==> config.mk <==
export PLATFORM = sky130hd
export DESIGN_NAME = line_command_matcher_heartbeat
export DESIGN_NICKNAME = d
export VERILOG_FILES = /design/src/design/lcmh_pkg.sv /design/src/design/lcmh_matcher.sv /design/src/design/lcmh_watchdog.sv /design/src/design/line_command_matcher_heartbeat.sv
export SDC_FILE = /design/constraint.sdc
export NUM_CORES = 1
export LEC_CHECK = 0
export BUFFER_PORTS_ARGS = -buffer_cell sky130_fd_sc_hd__buf_2
export CELL_PAD_IN_SITES_DETAIL_PLACEMENT = 0
export CELL_PAD_IN_SITES_GLOBAL_PLACEMENT = 1
export CORE_AREA = 3 3 115 117
export CTS_CLUSTER_SIZE = 28
export DETAILED_ROUTE_END_ITERATION = 7
export DIE_AREA = 0 0 118 120
export HOLD_SLACK_MARGIN = 0.12
export MAX_ROUTING_LAYER = met4
export PLACE_DENSITY = 0.87
export SYNTH_ARGS = -nofsm -noshare
export SYNTH_HDL_FRONTEND = slang
export SYNTH_HIERARCHICAL = 1
export SYNTH_SLANG_ARGS = --single-unit
export TNS_END_PERCENT = 10
==> constraint.sdc <==
create_clock -name clk -period 5 [get_ports clk]
set_input_delay 1 -clock clk [delete_from_list [all_inputs] [get_ports clk]]
set_output_delay 1 -clock clk [all_outputs]
set_load 0.02 [all_outputs]
==> src/design/lcmh_pkg.sv <==
`timescale 1ns / 1ps

package lcmh_pkg;

  localparam int unsigned POS_W = 4;

  localparam logic [7:0] CHAR_CR = 8'h0D;
  localparam logic [7:0] CHAR_LF = 8'h0A;
  localparam logic [15:0] TIMEOUT_RST = 16'd1000;
  localparam logic [15:0] TICKS_MAX = 16'hFFFF;
  localparam logic [POS_W-1:0] CONNECTED_LEN = 4'd9;
  localparam logic [POS_W-1:0] STARTROOT_LEN = 4'd10;

  localparam logic ACTION_BYTE = 1'b0;
  localparam logic ACTION_TICK = 1'b1;

  typedef enum logic {
    PAT_CONNECTED,
    PAT_STARTROOT
  } pat_sel_t;

  typedef struct packed {
    logic fire;
    logic mode;
    logic ready;
    logic tick;
    logic line_connected;
    logic line_startroot;
  } wd_cmd_t;

  typedef struct packed {
    logic root_switch;
    logic not_ready_notice;
    logic node_fallback;
  } wd_res_t;

  function automatic logic is_blank(input logic [7:0] c);
    return (c == 8'h20) || (c == 8'h09) || (c == 8'h0B) || (c == 8'h0C);
  endfunction

  function automatic logic [7:0] fold(input logic [7:0] c);
    return ((c >= 8'h41) && (c <= 8'h5A)) ? (c | 8'h20) : c;
  endfunction

  function automatic logic [POS_W-1:0] pat_len(input pat_sel_t sel);
    return (sel == PAT_CONNECTED) ? CONNECTED_LEN : STARTROOT_LEN;
  endfunction

  function automatic logic [7:0] pat_char(input pat_sel_t sel, input logic [POS_W-1:0] pos);
    logic [7:0] ch;
    ch = 8'h00;
    if (sel == PAT_CONNECTED) begin
      unique case (pos)
        4'd0: ch = "c";
        4'd1: ch = "o";
        4'd2: ch = "n";
        4'd3: ch = "n";
        4'd4: ch = "e";
        4'd5: ch = "c";
        4'd6: ch = "t";
        4'd7: ch = "e";
        4'd8: ch = "d";
        default: ch = 8'h00;
      endcase
    end else begin
      unique case (pos)
        4'd0: ch = "s";
        4'd1: ch = "t";
        4'd2: ch = "a";
        4'd3: ch = "r";
        4'd4: ch = "t";
        4'd5: ch = " ";
        4'd6: ch = "r";
        4'd7: ch = "o";
        4'd8: ch = "o";
        4'd9: ch = "t";
        default: ch = 8'h00;
      endcase
    end
    return ch;
  endfunction

endpackage

==> src/design/lcmh_matcher.sv <==
`timescale 1ns / 1ps

module lcmh_matcher import lcmh_pkg::*; (
  input  logic       clk,
  input  logic       rst_n,
  input  pat_sel_t   pat_sel,
  input  logic       clear,
  input  logic       step,
  input  logic [7:0] ch,
  output logic       hit
);

  logic [POS_W-1:0] pos_r, pos_nxt;
  logic             alive_r, alive_nxt;
  logic [POS_W-1:0] len;

  assign len = pat_len(pat_sel);
  assign hit = alive_r && (pos_r == len);

  always_comb begin
    pos_nxt   = pos_r;
    alive_nxt = alive_r;
    if (clear) begin
      pos_nxt   = '0;
      alive_nxt = 1'b1;
    end else if (step && alive_r) begin
      if (pos_r < len) begin
        if (fold(ch) == pat_char(pat_sel, pos_r)) begin
          pos_nxt = pos_r + 1'b1;
        end else begin
          alive_nxt = 1'b0;
        end
      end else if (!is_blank(ch)) begin
        alive_nxt = 1'b0;
      end
    end
  end

  always_ff @(posedge clk) begin
    if (!rst_n) begin
      pos_r   <= '0;
      alive_r <= 1'b1;
    end else begin
      pos_r   <= pos_nxt;
      alive_r <= alive_nxt;
    end
  end

endmodule

==> src/design/lcmh_watchdog.sv <==
`timescale 1ns / 1ps

module lcmh_watchdog import lcmh_pkg::*; (
  input  logic        clk,
  input  logic        rst_n,
  input  logic [15:0] timeout,
  input  wd_cmd_t     cmd,
  output wd_res_t     res
);

  logic        armed_r, armed_nxt;
  logic        pending_r, pending_nxt;
  logic [15:0] ticks_r, ticks_nxt;

  always_comb begin
    armed_nxt   = armed_r;
    pending_nxt = pending_r;
    ticks_nxt   = ticks_r;
    res         = '0;
    if (!cmd.mode) begin
      armed_nxt = 1'b0;
    end else begin
      if (pending_r && cmd.ready) begin
        res.root_switch = 1'b1;
        armed_nxt       = 1'b1;
        ticks_nxt       = '0;
        pending_nxt     = 1'b0;
      end
      if (cmd.tick) begin
        if (ticks_nxt != TICKS_MAX) begin
          ticks_nxt = ticks_nxt + 16'd1;
        end
        if (armed_nxt && (ticks_nxt > timeout)) begin
          res.node_fallback = 1'b1;
          armed_nxt         = 1'b0;
          ticks_nxt         = '0;
        end
      end else if (cmd.line_connected) begin
        ticks_nxt = '0;
      end else if (cmd.line_startroot) begin
        if (cmd.ready) begin
          res.root_switch = 1'b1;
          armed_nxt       = 1'b1;
          ticks_nxt       = '0;
          pending_nxt     = 1'b0;
        end else begin
          pending_nxt          = 1'b1;
          res.not_ready_notice = 1'b1;
        end
      end
    end
  end

  always_ff @(posedge clk) begin
    if (!rst_n) begin
      armed_r   <= 1'b0;
      pending_r <= 1'b0;
      ticks_r   <= '0;
    end else if (cmd.fire) begin
      armed_r   <= armed_nxt;
      pending_r <= pending_nxt;
      ticks_r   <= ticks_nxt;
    end
  end

endmodule

==> src/design/line_command_matcher_heartbeat.sv <==
`timescale 1ns / 1ps

// Channel | Ports                                   | Direction
// in      | in_valid in_ready in_action in_rx_byte  | word in
//         | in_mesh_mode in_mesh_ready              |
// out     | out_valid out_ready out_heartbeat_seen  | word out
//         | out_root_switch out_not_ready_notice    |
//         | out_unknown_command out_node_fallback   |
// cfg     | cfg_valid cfg_ready cfg_data            | word in
//
// One word is accepted every cycle unless the output stalls; its result is registered.
// The rate is set by the input register and the result register, with the line,
// matcher and watchdog update in the single logic stage between them.
// A stalled output holds the result register and then the input register.
// Reset sets the timeout to 1000, clears the line, the pending request and the
// watchdog; the configuration port is always ready.

module line_command_matcher_heartbeat import lcmh_pkg::*; #(
  parameter int unsigned LINE_MAX = 64
) (
  input  logic        clk,
  input  logic        rst_n,
  input  logic        in_valid,
  output logic        in_ready,
  input  logic        in_action,
  input  logic [7:0]  in_rx_byte,
  input  logic        in_mesh_mode,
  input  logic        in_mesh_ready,
  output logic        out_valid,
  input  logic        out_ready,
  output logic        out_heartbeat_seen,
  output logic        out_root_switch,
  output logic        out_not_ready_notice,
  output logic        out_unknown_command,
  output logic        out_node_fallback,
  input  logic        cfg_valid,
  output logic        cfg_ready,
  input  logic [15:0] cfg_data
);

  localparam int unsigned LEN_W = $clog2(LINE_MAX);
  localparam logic [LEN_W-1:0] LEN_FULL = LEN_W'(LINE_MAX - 1);

  logic             item_v_r;
  logic             action_r;
  logic [7:0]       byte_r;
  logic             mode_r;
  logic             ready_r;
  logic [15:0]      timeout_r;
  logic [LEN_W-1:0] len_r, len_nxt;
  logic             started_r, started_nxt;
  logic             out_valid_r;
  logic             hb_r, rs_r, nr_r, unk_r, nf_r;

  logic    fire;
  logic    is_byte;
  logic    term;
  logic    full;
  logic    nonempty_end;
  logic    m_clear;
  logic    m_step;
  logic    conn_hit;
  logic    sr_hit;
  wd_cmd_t wd_cmd;
  wd_res_t wd_res;

  assign fire      = item_v_r && (!out_valid_r || out_ready);
  assign in_ready  = !item_v_r || fire;
  assign cfg_ready = 1'b1;

  assign is_byte      = mode_r && (action_r == ACTION_BYTE);
  assign term         = (byte_r == CHAR_CR) || (byte_r == CHAR_LF);
  assign full         = (len_r >= LEN_FULL);
  assign nonempty_end = is_byte && term && (len_r != '0);
  assign m_clear      = fire && (!mode_r || (is_byte && (term || full)));
  assign m_step       = fire && is_byte && !term && !full && (started_r || !is_blank(byte_r));

  always_comb begin
    len_nxt     = len_r;
    started_nxt = started_r;
    if (m_clear) begin
      len_nxt     = '0;
      started_nxt = 1'b0;
    end else if (fire && is_byte) begin
      len_nxt = len_r + 1'b1;
      if (m_step) begin
        started_nxt = 1'b1;
      end
    end
  end

  lcmh_matcher u_conn (
    .clk     (clk),
    .rst_n   (rst_n),
    .pat_sel (PAT_CONNECTED),
    .clear   (m_clear),
    .step    (m_step),
    .ch      (byte_r),
    .hit     (conn_hit)
  );

  lcmh_matcher u_sroot (
    .clk     (clk),
    .rst_n   (rst_n),
    .pat_sel (PAT_STARTROOT),
    .clear   (m_clear),
    .step    (m_step),
    .ch      (byte_r),
    .hit     (sr_hit)
  );

  always_comb begin
    wd_cmd                = '0;
    wd_cmd.fire           = fire;
    wd_cmd.mode           = mode_r;
    wd_cmd.ready          = ready_r;
    wd_cmd.tick           = (action_r == ACTION_TICK);
    wd_cmd.line_connected = nonempty_end && conn_hit;
    wd_cmd.line_startroot = nonempty_end && !conn_hit && sr_hit;
  end

  lcmh_watchdog u_wd (
    .clk     (clk),
    .rst_n   (rst_n),
    .timeout (timeout_r),
    .cmd     (wd_cmd),
    .res     (wd_res)
  );

  always_ff @(posedge clk) begin
    if (!rst_n) begin
      item_v_r    <= 1'b0;
      out_valid_r <= 1'b0;
      timeout_r   <= TIMEOUT_RST;
      len_r       <= '0;
      started_r   <= 1'b0;
    end else begin
      if (cfg_valid && cfg_ready) begin
        timeout_r <= cfg_data;
      end
      if (in_valid && in_ready) begin
        item_v_r <= 1'b1;
      end else if (fire) begin
        item_v_r <= 1'b0;
      end
      if (fire) begin
        out_valid_r <= 1'b1;
      end else if (out_ready) begin
        out_valid_r <= 1'b0;
      end
      len_r     <= len_nxt;
      started_r <= started_nxt;
    end
  end

  always_ff @(posedge clk) begin
    if (in_valid && in_ready) begin
      action_r <= in_action;
      byte_r   <= in_rx_byte;
      mode_r   <= in_mesh_mode;
      ready_r  <= in_mesh_ready;
    end
    if (fire) begin
      hb_r  <= nonempty_end && conn_hit;
      rs_r  <= wd_res.root_switch;
      nr_r  <= wd_res.not_ready_notice;
      unk_r <= nonempty_end && !conn_hit && !sr_hit;
      nf_r  <= wd_res.node_fallback;
    end
  end

  assign out_valid            = out_valid_r;
  assign out_heartbeat_seen   = hb_r;
  assign out_root_switch      = rs_r;
  assign out_not_ready_notice = nr_r;
  assign out_unknown_command  = unk_r;
  assign out_node_fallback    = nf_r;

endmodule

# [Word level (Yosys, flattened, before mapping)]
# Memories as Yosys holds them, arrays and structs flattened. A register that Yosys moved wholly into a read port is not among the register bits.
# Cells that the tools add are included.
[classes] addsub=4 order_cmp=6 n_eq_ne=15 muxes=49 bitwise=4 reduce_logical=51
[op_table] cell="16-bit two-way mux" n=10
[op_table] cell="8-bit two-way mux" n=6
[op_table] cell="8-bit by 4-bit == test with 1-bit output, second input constant" n=5
[op_table] cell="1-bit two-way mux" n=25
[op_table] cell="1-bit logical AND" n=22
[op_table] cell="16-bit by 1-bit adder with 16-bit output, second input constant" n=1
[op_table] cell="8-bit == test" n=2
[op_table] cell="16-bit greater-than comparator" n=1
[op_table] cell="4-bit two-way mux" n=4
[op_table] cell="16-bit inequality test, second input constant" n=1
[op_table] cell="3-bit AND reduction" n=4
[op_table] cell="1-bit logical OR" n=9
[op_table] cell="4-bit by 1-bit adder with 4-bit output, second input constant" n=2
[op_table] cell="4-bit == test, second input constant" n=2
[op_table] cell="8-bit by 6-bit == test with 1-bit output, second input constant" n=1
[op_table] cell="8-bit by 7-bit greater-or-equal comparator with 1-bit output, second input constant" n=1
[op_table] cell="8-bit by 7-bit less-or-equal comparator with 1-bit output, second input constant" n=1
[op_table] cell="1-bit logical NOT" n=8
[op_table] cell="4-bit less-than comparator, second input constant" n=2
[op_table] cell="6-bit by 1-bit adder with 6-bit output, second input constant" n=1
[op_table] cell="6-bit greater-or-equal comparator, second input constant" n=1
[op_table] cell="2-bit two-way mux" n=3
[op_table] cell="6-bit two-way mux" n=1
[op_table] cell="2-bit AND reduction" n=3
[op_table] cell="7 further kinds" n=13
[totals] reg_bits=69 romBits=224 inputBits=32 output_inout_bits=8 word_cells=152 memories=2
[mem_list] memory="(no name shown)" depth=16 width=7 read_ports=1 rd_clocked_by_memory_dff=1 wr=0 line="lcmh_pkg.sv:53" text="unique case (pos)"
[mem_list] memory="(no name shown)" depth=16 width=7 read_ports=1 rd_clocked_by_memory_dff=1 wr=0 line="lcmh_pkg.sv:66" text="unique case (pos)"

# [Depth between registers and ports, before layout]
# Gate-level depths: netlist of run 1.
[depth] depth_word=14 ltp_mapped=18 mapped_depth_nobuf=15

# [Hierarchy]
# Netlist of run 1, hierarchy kept.
[modules_own_cells] module="lcmh_watchdog" instances=1 cells_each=223 area_per_inst_um2=1704.1 seq_area_each_um2=360.3
[modules_own_cells] module="line_command_matcher_heartbeat" instances=1 cells_each=139 area_per_inst_um2=1696.6 seq_area_each_um2=980.9
[modules_own_cells] module="lcmh_matcher at u_sroot" instances=1 cells_each=126 area_per_inst_um2=1260.0 seq_area_each_um2=360.3
[modules_own_cells] module="lcmh_matcher at u_conn" instances=1 cells_each=131 area_per_inst_um2=1233.7 seq_area_each_um2=360.3

# [Least setup slack after synthesis of run 1]
# OpenSTA, ideal clock, no wires.
[synth_path] path_type="reg-to-reg" from="register ready_r" to="register u_wd.ticks_r[15]" setup_ns=0.117 t_arrival_ns=3.474 required_time_ns=4.883 slack_ns=1.409 stages_incl_launch_ff=19 path_buffers=4 synth_period_minus_slack_ns=3.591 cell_sequence="edfxtp_1 > nand2_2 > and2_1 > clkbuf_1 > ha_1 > nand4_2 > or2_1 > buf_6 > and2_1 > or2_1 > ha_1 > nand4_1 > nor4_1 > o21bai_1 > a31o_1 > buf_2 > and2_1 > buf_6 > a22o_2"
[synth_via] elab_chain_cells=11 word_cells_on_any_way=17 cone_classes="add/sub: 1; order compare: 1; eq/ne: 1; mux: 12; reduce/logical: 2"
[synth_lines] item="start, declared" line="line_command_matcher_heartbeat.sv:48" text="logic ready_r;"
[synth_lines] item="start signal, assigned" line="line_command_matcher_heartbeat.sv:161" text="ready_r <= in_mesh_ready;"
[synth_lines] item="1-bit logical AND" line="lcmh_watchdog.sv:23" text="if (pending_r && cmd.ready) begin"
[synth_lines] item="16-bit two-way mux" line="lcmh_watchdog.sv:23"
[synth_lines] item="16-bit two-way mux" line="lcmh_watchdog.sv:20" text="if (!cmd.mode) begin"
[synth_lines] item="16-bit by 1-bit adder with 16-bit output or 16-bit inequality test (tied branches)" line="lcmh_watchdog.sv:31, lcmh_watchdog.sv:30"
[synth_lines] item="16-bit two-way mux" line="lcmh_watchdog.sv:30" text="if (ticks_nxt != TICKS_MAX) begin"
[synth_lines] item="16-bit two-way mux" line="lcmh_watchdog.sv:29" text="if (cmd.tick) begin"
[synth_lines] item="16-bit two-way mux" line="lcmh_watchdog.sv:20"
[synth_lines] item="16-bit greater-than comparator" line="lcmh_watchdog.sv:33" text="if (armed_nxt && (ticks_nxt > timeout)) begin"
[synth_lines] item="1-bit logical AND" line="lcmh_watchdog.sv:33"
[synth_lines] item="16-bit two-way mux" line="lcmh_watchdog.sv:33"
[synth_lines] item="16-bit two-way mux (*)" line="lcmh_watchdog.sv:29"
[synth_lines] item="end signal, assigned" line="lcmh_watchdog.sv:62" text="ticks_r <= ticks_nxt;"
[synth_lines] item="end, declared" line="lcmh_watchdog.sv:13" text="logic [15:0] ticks_r, ticks_nxt;"
# Mark *: on every way between the ends. The rest lies on a longest branch, timed or not. The select of a mux whose other input is x is not followed.
# A chain may end at the register's enable or synchronous reset.

# [Final worst setup path of run 1]
# Ends and elaborated chain as after synthesis.

==> metrics.csv, run 1 <==
metric,value,unit
outcome,completed,
wl_per_cell,16.0,um
ys_seq_area_share,35.0,%
ios,40,
track_usage,19.3,%
maxCapViolCount,0,
fmax,234,MHz
cp-end-kind,register,
p_int,0.00121,W
max_stage_delay,0.47,ns
worst_slew_pin_slew,0.968,ns
power_frac_seq,50.9,%
slew_violations,0,
rsz0062_at_grt,no,
irDropWorstVdd,166,uV
drive_gt1_share,16.3,%
fin_ws,0.721,ns
multiInputGateArea,3510,sq um
synth_top_area_share,26.8,%
power_density,252,nW/um^2
grt_pass1_wl,21.9,mm
drt_iter0_drc,365,
critPathTopFamily,simple AND/OR/NAND/NOR gates,
fillers,1123,
final_common_cell,dfxtp_1,
synth_edf_count,16,
dp_slack,0.829,ns
synthTopCellsByArea,"dfxtp_1 27%, edfxtp_1 8.2%, ha_1 7.6%",
cts_tree,done,
p_comb_share,8.7,%
yosysWarnings,6,
relSlewSlack,35.2,%
seq_area,2060,sq um
clk_latency,0.35,ns
synth_cell_types,91,
initial_core_util,47.3,%
p_clk_share,40.4,%
grt_pass1_vias,4534,
finalWirelength,13.2,mm
cts.sinks,95,
critPathLaunchType,register,
critPathKind,reg2reg,
hp-class,reg2reg,
arrival,4.57,ns
vias,4635,
cts_root_buf,clkbuf_16,
power_switching,0.000406,W
cts_buffers,9,
final_cell_mix,"79 x dfxtp_1, 50 x nand2_1, 44 x nor2_1",
required,5.29,ns
hpwl,9.69,mm
ys_ff_latch,95,
fin_nets,714,
ctsResizeCount,0,
cts.clk_slew.worst_paths,0.07,ns
period_share,85.6,%
die-height,120,um
setup_viol,0,
skew,0.00761,ns
htreeDepth,3,
drt_pass1_iterations,5,
r2r.worst_path.cells,14,
antenna_left,0,
area_delta_synth_final,8.62,%
netlist_area,5890,sq um
final-hold-violation-count,0,
crit_path_frequent_cell,and2_1,
path_cells,"nand2_2, and2_1, ha_1, nand4_2, or2_1, and2_1, or2_1, ha_1, nand4_1, nor4_1, o21bai_1, a31o_1, and2_1, a22o_2",
avgViaCountPerCell,5.63,
cp_max_fo,10,
hold_depth,1,
synth_cells,619,
cts_setup_buffers,0,
synth_top_cell_by_area,dfxtp_1,
slowest_stage,edfxtp_1,
drcViolationCount,0,
portBuffers,38,
p_sw_share,25.1,%
synth_flop_cell,dfxtp_1,
postCtsHoldBufs,0,
crit_buf_inv,0,
grt-ovfl-total,0,
ys_async_sr_fraction,0,%
antenna_found_initial,0,
avgSynthCellArea,9.52,sq um
fin_tns_setup,0,ns
leakage,2.63,nW
die-area,14200,sq um
gp_congestion,0.941,
antennaDiodeCount,0,
period_needed,4.28,ns
placementRows,41,
worst-path-stages,14,
core,12500,sq um
die-width,118,um
grt_max_degree,30,
cts_max_path_buffers,2,
-- cell families after synthesis --
family                     synth area share, %
DFF                                       35.0
and+or+nand+nor                           23.2
buffers and inverters                     5.58
adders and majority gates                 7.64
xor gates and xnor gates                  5.14
muxes                                     6.41
other                                    0.127
AOI/OAI and AO/OA                         16.9
-- Yosys cell counts, types with 4 or more instances --
library cell / number
o221ai_1: 8
clkbuf_1: 6
xnor2_1: 13
a31oi_1: 4
o2111ai_1: 6
nor2_1: 44
nand3_1: 10
ha_1: 36
inv_1: 40
nor4_1: 5
o21ai_0: 18
buf_2: 4
o21ai_1: 4
nand2b_1: 5
nor3b_1: 8
nor3_1: 10
nand2b_4: 4
dfxtp_1: 79
a21oi_1: 28
and2_1: 8
xor2_1: 16
nor2b_1: 22
edfxtp_1: 16
nand2_1: 50
nand3b_1: 5
mux2i_1: 33
and3_1: 6
buf_6: 10
a22o_1: 9
nand4_1: 13
-- stage by stage --
stage	util (%)	hold slack [ns]	cells	instance area [sq um]	total power [W]
after floorplan	-	0.441	620	5900	0.000936
after global placement	49.2	0.450	807	6130	0.000970
after detailed placement	49.2	0.457	807	6130	0.000976
after CTS	51.4	0.470	823	6400	0.00162
after global routing	51.4	0.480	823	6400	0.00168
final	51.4	0.468	823	6400	0.00161
-- final cells by class --
cell class                      count  share of cell area, %
Clock buffer                       12                   3.85
Clock inverter                      4                  0.430
Inverter                           41                   2.40
Multi-Input combinational cell    461                   54.8
Sequential cell                    95                   32.2
Tap cell                          172                   3.36
Timing Repair Buffer               38                   2.97
-- power by group through the flow --
stage          Sequential (W)  Combinational [W]  Clock, W
6_report             0.000822           0.000140  0.000652
3_5_place_dp         0.000839           0.000138         0
3_3_place_gp         0.000838           0.000132         0
5_1_grt              0.000824           0.000155  0.000699
4_1_cts              0.000821           0.000138  0.000664
2_1_floorplan        0.000833           0.000104         0
-- worst paths after layout --
kind                           from                             to  slack, ns
max reg2reg       ready_r$_DFFE_PP_  u_wd/ticks_r[15]$_SDFFE_PN0P_       0.72
max               ready_r$_DFFE_PP_  u_wd/ticks_r[15]$_SDFFE_PN0P_       0.72
min reg2reg  started_r$_SDFFE_PP0P_         started_r$_SDFFE_PP0P_       0.47
min          started_r$_SDFFE_PP0P_         started_r$_SDFFE_PP0P_       0.47
-- metal layers --
| metal | vias to the layer above | global-route usage, % | wire [um] |
|---|---|---|---|
| li1 | 2278 | - | - |
| met1 | 2196 | 22.9 | 5870 |
| met2 | 129 | 32.5 | 6390 |
| met3 | 32 | 2.78 | 528 |
| met4 | 0 | 9.08 | 402 |
| met5 | - | - | 0 |
No activity file was read; power rests on OpenSTA's default activity.
==> run 2: changes to the inputs <==
--- a/config.mk
+++ b/config.mk
@@ -8,15 +8,14 @@
 export BUFFER_PORTS_ARGS = -buffer_cell sky130_fd_sc_hd__buf_2
 export CELL_PAD_IN_SITES_DETAIL_PLACEMENT = 0
 export CELL_PAD_IN_SITES_GLOBAL_PLACEMENT = 1
-export CORE_AREA = 3 3 115 117
+export CORE_AREA = 3 3 96 121
 export CTS_CLUSTER_SIZE = 28
 export DETAILED_ROUTE_END_ITERATION = 7
-export DIE_AREA = 0 0 118 120
+export DIE_AREA = 0 0 99 124
 export HOLD_SLACK_MARGIN = 0.12
 export MAX_ROUTING_LAYER = met4
-export PLACE_DENSITY = 0.87
+export PLACE_DENSITY = 0.85
 export SYNTH_ARGS = -nofsm -noshare
 export SYNTH_HDL_FRONTEND = slang
-export SYNTH_HIERARCHICAL = 1
 export SYNTH_SLANG_ARGS = --single-unit
 export TNS_END_PERCENT = 10
==> run 2 against run 1 <==
Effect of this change:
- first-iteration DRC count shrank 63%
- global-route usage fell by 0.50 points
- wire length shrank 18%
- sequential cell count down 13
- worst setup slack worse by 0.29 ns
- sequential share of layout area increased by 1.3 points
- critical path depth rose by 4
- via count is 15% lower
- critical endpoint is now u_wd.ticks_r[11]$_SDFFE_PN0P_
==> metrics.csv, run 2 <==
metric,value,unit,change
area_delta_synth_final,12.0,%,
die-width,99,um,-16%
avgViaCountPerCell,5.57,,-1.1%
r2r_end,u_wd.ticks_r[11]$_SDFFE_PN0P_,,
arrival,4.83,ns,+0.26 ns
drive_gt1_share,15.7,%,-0.63 points
outcome,completed,,
seq_area,1800,sq um,-13%
die-area,12300,sq um,-13%
synth_top_area_share,27.5,%,+0.68 points
dp.cells,689,,-15%
hpwl,8.09,mm,-17%
final_common_cell,dfxtp_1,,
postCtsHoldBufs,0,,unchanged
wl_per_cell,15.2,um,-5.0%
critPathKind,reg2reg,,
final_cell_mix,"66 x dfxtp_1, 48 x nor2_1, 47 x nand2_1",,
portBuffers,38,,unchanged
final_area,5380,sq um,-16%
startpoint,ready_r$_DFFE_PP_,,
placementRows,42,,+2.4%
clk_latency,0.34,ns,about the same
ys_ff_latch,82,,-14%
core,10600,sq um,-15%
multiInputGateArea,2720,sq um,-22%
rsz0062_at_grt,no,,
die-height,124,um,+3.3%
skew,0.00587,ns,-0.00174 ns
htreeDepth,3,,unchanged
netlist_area,4800,sq um,-19%
required,5.26,ns,-0.03 ns
period_share,91.4,%,+5.8 points
rrSetupSlack,0.43,ns,-0.29 ns
synthTopCellsByArea,"dfxtp_1 28%, edfxtp_1 10%, ha_1 7.6%",,
fin_tns_setup,0,ns,unchanged
final-hold-violation-count,0,,unchanged
antenna_found_initial,0,,unchanged
synth_cells,541,,-13%
holdWs,0.477,ns,+0.00899 ns
hp-class,reg2reg,,
maxCapViolCount,0,,unchanged
worst_slew_pin_slew,0.742,ns,-0.226 ns
synth_most_common_cell,dfxtp_1,,
fmax,219,MHz,-6.4%
setup_viol,0,,unchanged
drt_pass1_iterations,5,,unchanged
track_usage,18.8,%,-0.50 points
vias,3937,,-15%
finalWirelength,10.8,mm,-18%
irDropWorstVdd,162,uV,-2.2%
cts_root_buf,clkbuf_16,,
antenna_left,0,,unchanged
antennaDiodeCount,0,,unchanged
synth_top_family_by_area,simple AND/OR/NAND/NOR gates,,
avgSynthCellArea,8.88,sq um,-6.8%
synth_fp_nets,602,,
grt_pass1_vias,3871,,-15%
critPathLaunchType,register,,
synthAdderAreaFrac,7.55,%,-0.088 points
power_density,287,nW/um^2,+14%
grt-ovfl-total,0,,unchanged
ys_seq_area_share,37.5,%,+2.5 points
cp_max_fo,11,,+1
synth_flop_cell,dfxtp_1,,
worstReg2RegStart,ready_r$_DFFE_PP_,,
drt_iter0_drc,135,,-63%
cp-end-kind,register,,
synth_top_cell_by_area,dfxtp_1,,
period_needed,4.57,ns,+0.292 ns
synth-xor-area-share,6.38,%,+1.2 points
synth_cell_types,81,,-11%
synth_common_cells,"66 x dfxtp_1, 48 x nor2_1, 47 x nand2_1, 33 x inv_1, 32 x a21oi_1",,
yosysWarnings,0,,-6
yosys.area_share.simple,23.7,%,+0.52 points
cts_buffers,9,,unchanged
grt_max_degree,23,,-23%
drcViolationCount,0,,unchanged
gp_congestion,0.873,,-7.2%
ios,40,,unchanged
relSlewSlack,50.5,%,+15 points
initial_core_util,45.5,%,-1.8 points
cts_tree,done,,
cts_max_path_buffers,2,,unchanged
cts.sinks,82,,-14%
synth_mux_area_share,2.94,%,-3.5 points
leakage,2.17,nW,-17%
synth_edf_count,16,,unchanged
fin_nets,631,,-12%
grt_pass1_wl,18.2,mm,-17%
crit_end,u_wd.ticks_r[11]$_SDFFE_PN0P_,,
fillers,1009,,-10%
cts.clk_slew.worst_paths,0.06,ns,about the same
slew_violations,0,,unchanged
synth_compound_area_share,15.7,%,-1.3 points
postPlaceCellArea,5020,sq um,-18%
ys_async_sr_fraction,0,%,unchanged
fin_cells,707,,-14%
r2r.worst_path.cells,18,,+4
run 2: what timing repair did:
action                                  in CTS  in global routing
setup buffers                                0                  2
resized for setup                            0                  3
endpoints found under the setup margin       0                 15
run 2: cell families after synthesis:
kind of cell / count (synthesis)
AO/OA/AOI/OAI: 110
adder cells (fa/ha/maj): 29
buffers and inverters: 60
AND/OR/NAND/NOR: 210
flip-flops: 82
multiplexers: 14
other: 1
XOR/XNOR: 35
run 2: metal layers:
layer	GRT usage [%]	up-vias	wire length, um
met1	21.3	1873	4670
li1	-	1979	-
met5	-	-	0
met2	33.3	75	5510
met4	5.38	0	129
met3	4.26	10	453
run 2: how the worst min path moves through the flow:
stage,start,cells after the start,endpoint
after floorplan,started_r$_SDFFE_PP0P_,2,started_r$_SDFFE_PP0P_
after global placement,started_r$_SDFFE_PP0P_,2,started_r$_SDFFE_PP0P_
after detailed placement,started_r$_SDFFE_PP0P_,2,started_r$_SDFFE_PP0P_
after CTS,started_r$_SDFFE_PP0P_,2,started_r$_SDFFE_PP0P_
after global routing,started_r$_SDFFE_PP0P_,2,started_r$_SDFFE_PP0P_
final,started_r$_SDFFE_PP0P_,2,started_r$_SDFFE_PP0P_
run 2: metrics by stage:
step	power, W	utilization [%]	setup WS (ns)
3_3_place_gp	0.000831	47.6	0.478
6_report	0.00155	50.9	0.429
5_1_grt	0.00160	50.9	0.0210
3_5_place_dp	0.000836	47.6	0.241
2_1_floorplan	0.000801	-	0.380
4_1_cts	0.00156	50.7	0.206
run 2: layout make-up:
class	count	share of cell area, %
tap	132	3.07
clock inverter	5	1.40
timing repair buffer	45	4.51
clock buffer	11	4.72
inverter	33	2.30
multi-input combinational	399	50.5
sequential	82	33.5
run 2: power breakdown:
group | internal, W | switching, W | total [W]
Clock | 0.000465 | 0.000260 | 0.000725
Combinational | 0.0000457 | 0.0000653 | 0.000111
Sequential | 0.000694 | 0.0000170 | 0.000711
Total | 0.00120 | 0.000342 | 0.00155
run 2: worst max-delay path, stage by stage (launching register included):
cell and delay (ns):
edfxtp_1 0.46, nand2_1 0.21, and2_2 0.23, ha_1 0.21, nand4_1 0.17, or4_4 0.65
nor4b_2 0.23, nand3_1 0.12, xor2_1 0.20, nor2_1 0.08, ha_1 0.29, a211oi_1 0.26
o21ai_0 0.12, o211ai_1 0.11, nand2_1 0.08, o311ai_2 0.30, o211ai_1 0.26, or3_1 0.38
a21oi_1 0.13
==> run 3: changes to the inputs <==
--- a/config.mk
+++ b/config.mk
@@ -5,16 +5,16 @@
 export SDC_FILE = /design/constraint.sdc
 export NUM_CORES = 1
 export LEC_CHECK = 0
-export BUFFER_PORTS_ARGS = -buffer_cell sky130_fd_sc_hd__buf_2
+export BUFFER_PORTS_ARGS = -buffer_cell sky130_fd_sc_hd__buf_4
 export CELL_PAD_IN_SITES_DETAIL_PLACEMENT = 0
 export CELL_PAD_IN_SITES_GLOBAL_PLACEMENT = 1
-export CORE_AREA = 3 3 96 121
+export CORE_AREA = 3 3 92 116
 export CTS_CLUSTER_SIZE = 28
 export DETAILED_ROUTE_END_ITERATION = 7
-export DIE_AREA = 0 0 99 124
+export DIE_AREA = 0 0 95 119
 export HOLD_SLACK_MARGIN = 0.12
 export MAX_ROUTING_LAYER = met4
-export PLACE_DENSITY = 0.85
+export PLACE_DENSITY = 0.91
 export SYNTH_ARGS = -nofsm -noshare
 export SYNTH_HDL_FRONTEND = slang
 export SYNTH_SLANG_ARGS = --single-unit
==> constraint.sdc (replaced) <==
create_clock -name clk -period 5.9 [get_ports clk]
set_input_delay 1.18 -clock clk [delete_from_list [all_inputs] [get_ports clk]]
set_output_delay 1.18 -clock clk [all_outputs]
set_load 0.02 [all_outputs]
==> run 3 against run 2 <==
Effect of this change:
- first-iteration DRC count is 39% higher
- sequential power fell by 15%
- power shrank 23%
- critical path type unchanged
- highest routed layer unchanged
==> metrics.csv, run 3 (synthesis results as in run 2) <==
metric,value,unit,change
fillers,870,,-14%
vias,3947,,+0.25%
ctsResizeCount,0,,unchanged
core,9660,sq um,-8.6%
drt_pass1_iterations,5,,unchanged
period_share,83.9,%,-7.5 points
antenna_left,0,,unchanged
die-width,95,um,-4.0%
critPathKind,reg2reg,,
portBuffers,38,,unchanged
cts_tree,done,,
htreeDepth,3,,unchanged
ios,40,,unchanged
irDropWorstVdd,195,uV,+20%
cp-end-kind,register,,
postCtsHoldBufs,0,,unchanged
final-hold-violation-count,0,,unchanged
p_total,0.00119,W,-23%
leakage,2.15,nW,-1.1%
slew_violations,0,,unchanged
hp-class,reg2reg,,
setup_viol,0,,unchanged
fin_nets,628,,-0.48%
hpwl,8.07,mm,-0.21%
finalWirelength,10.7,mm,-1.0%
relSlewSlack,53.0,%,+2.5 points
gp_congestion,0.865,,-1.0%
final_area,5360,sq um,-0.42%
required,6.13,ns,+0.87 ns
cts_root_buf,clkbuf_16,,
critPathLaunchType,register,,
cp_max_fo,20,,+9
rsz0062_at_grt,no,,
fmax,202,MHz,-7.7%
cts_setup_buffers,0,,unchanged
placementRows,40,,-4.8%
worst_slew_pin_slew,0.704,ns,-0.0382 ns
cts_max_path_buffers,2,,unchanged
final_cell_mix,"66 x dfxtp_1, 48 x nor2_1, 47 x nand2_1",,
cts.sinks,82,,unchanged
holdWs,0.474,ns,-0.00323 ns
grt_pass1_vias,3752,,-3.1%
track_usage,20.7,%,+1.9 points
cts.clk_slew.worst_paths,0.06,ns,about the same
skew,0.00882,ns,+0.00295 ns
antenna_found_initial,0,,unchanged
antennaDiodeCount,0,,unchanged
fin_tns_setup,0,ns,unchanged
power_density,222,nW/um^2,-23%
drt_iter0_drc,188,,+39%
grt_max_degree,23,,unchanged
period_needed,4.95,ns,+0.381 ns
postPlaceCellArea,5100,sq um,+1.6%
die-area,11300,sq um,-7.9%
drcViolationCount,0,,unchanged
arrival,5.18,ns,+0.35 ns
grt-ovfl-total,0,,unchanged
cts_buffers,9,,unchanged
drive_gt1_share,14.0,%,-1.7 points
avgViaCountPerCell,5.65,,+1.5%
die-height,119,um,-4.0%
maxCapViolCount,0,,unchanged
final_common_cell,dfxtp_1,,
area_delta_synth_final,11.6,%,
outcome,completed,,
initial_core_util,49.7,%,+4.3 points
grt_pass1_wl,18.1,mm,-0.72%
wl_per_cell,15.3,um,+0.25%
clk_latency,0.34,ns,about the same
[run 3: per-stage QoR]
stage	worst slack, ns	instances	util, %
2_1_floorplan	1.28	541	-
3_3_place_gp	1.23	682	52.8
3_5_place_dp	1.01	682	52.8
4_1_cts	0.970	698	55.5
5_1_grt	0.414	698	55.5
6_report	0.948	698	55.5
[run 3: power breakdown]
part	switching, W	leakage [nW]	internal (W)	total (W)
registers	0.0000150	0.692	0.000588	0.000603
logic	0.0000551	1.33	0.0000447	0.0000998
clock network	0.000209	0.126	0.000279	0.000489
[run 3: final timing paths]
path / startpoint / end / slack [ns] / cells past startpoint
setup / recovery: ready_r$_DFFE_PP_ / u_wd.ticks_r[9]$_SDFFE_PN0P_ / 0.95 / 19
hold reg to reg: started_r$_SDFFE_PP0P_ / started_r$_SDFFE_PP0P_ / 0.47 / 2
hold / removal: started_r$_SDFFE_PP0P_ / started_r$_SDFFE_PP0P_ / 0.47 / 2
setup reg to reg: ready_r$_DFFE_PP_ / u_wd.ticks_r[9]$_SDFFE_PN0P_ / 0.95 / 19
[run 3: area by class of cell]
type                    count  area (sq um)  area share, %
multi-input cells         399          2710           50.5
clock inverters             5          21.3          0.397
clock buffers              11           233           4.34
repair buffers             42           315           5.88
inverters                  33           124           2.31
flip-flops and latches     82          1800           33.6
well taps                 126           158           2.94
[run 3: layer usage]
layer	track usage [%]	vias to the layer above	share of wire [%]
met5	-	-	0
met3	3.28	16	3.8
li1	-	1981	-
met2	34.1	85	51
met4	7.22	0	1.8
met1	25.4	1865	43
[run 3: critical path, cell delays in order (launching register included)]
cell and delay, ns:
edfxtp_1 0.48, nand2_1 0.11, buf_4 0.22, and2_1 0.25
ha_1 0.24, nand4_1 0.15, or4_1 0.74, nor4b_2 0.27
and2_1 0.16, xnor2_1 0.18, nor2_1 0.07, ha_1 0.32
nand4_1 0.13, nor3_1 0.29, o21a_1 0.17, o311ai_1 0.08
buf_4 0.17, o211ai_1 0.42, o21ai_0 0.17, a31o_2 0.23
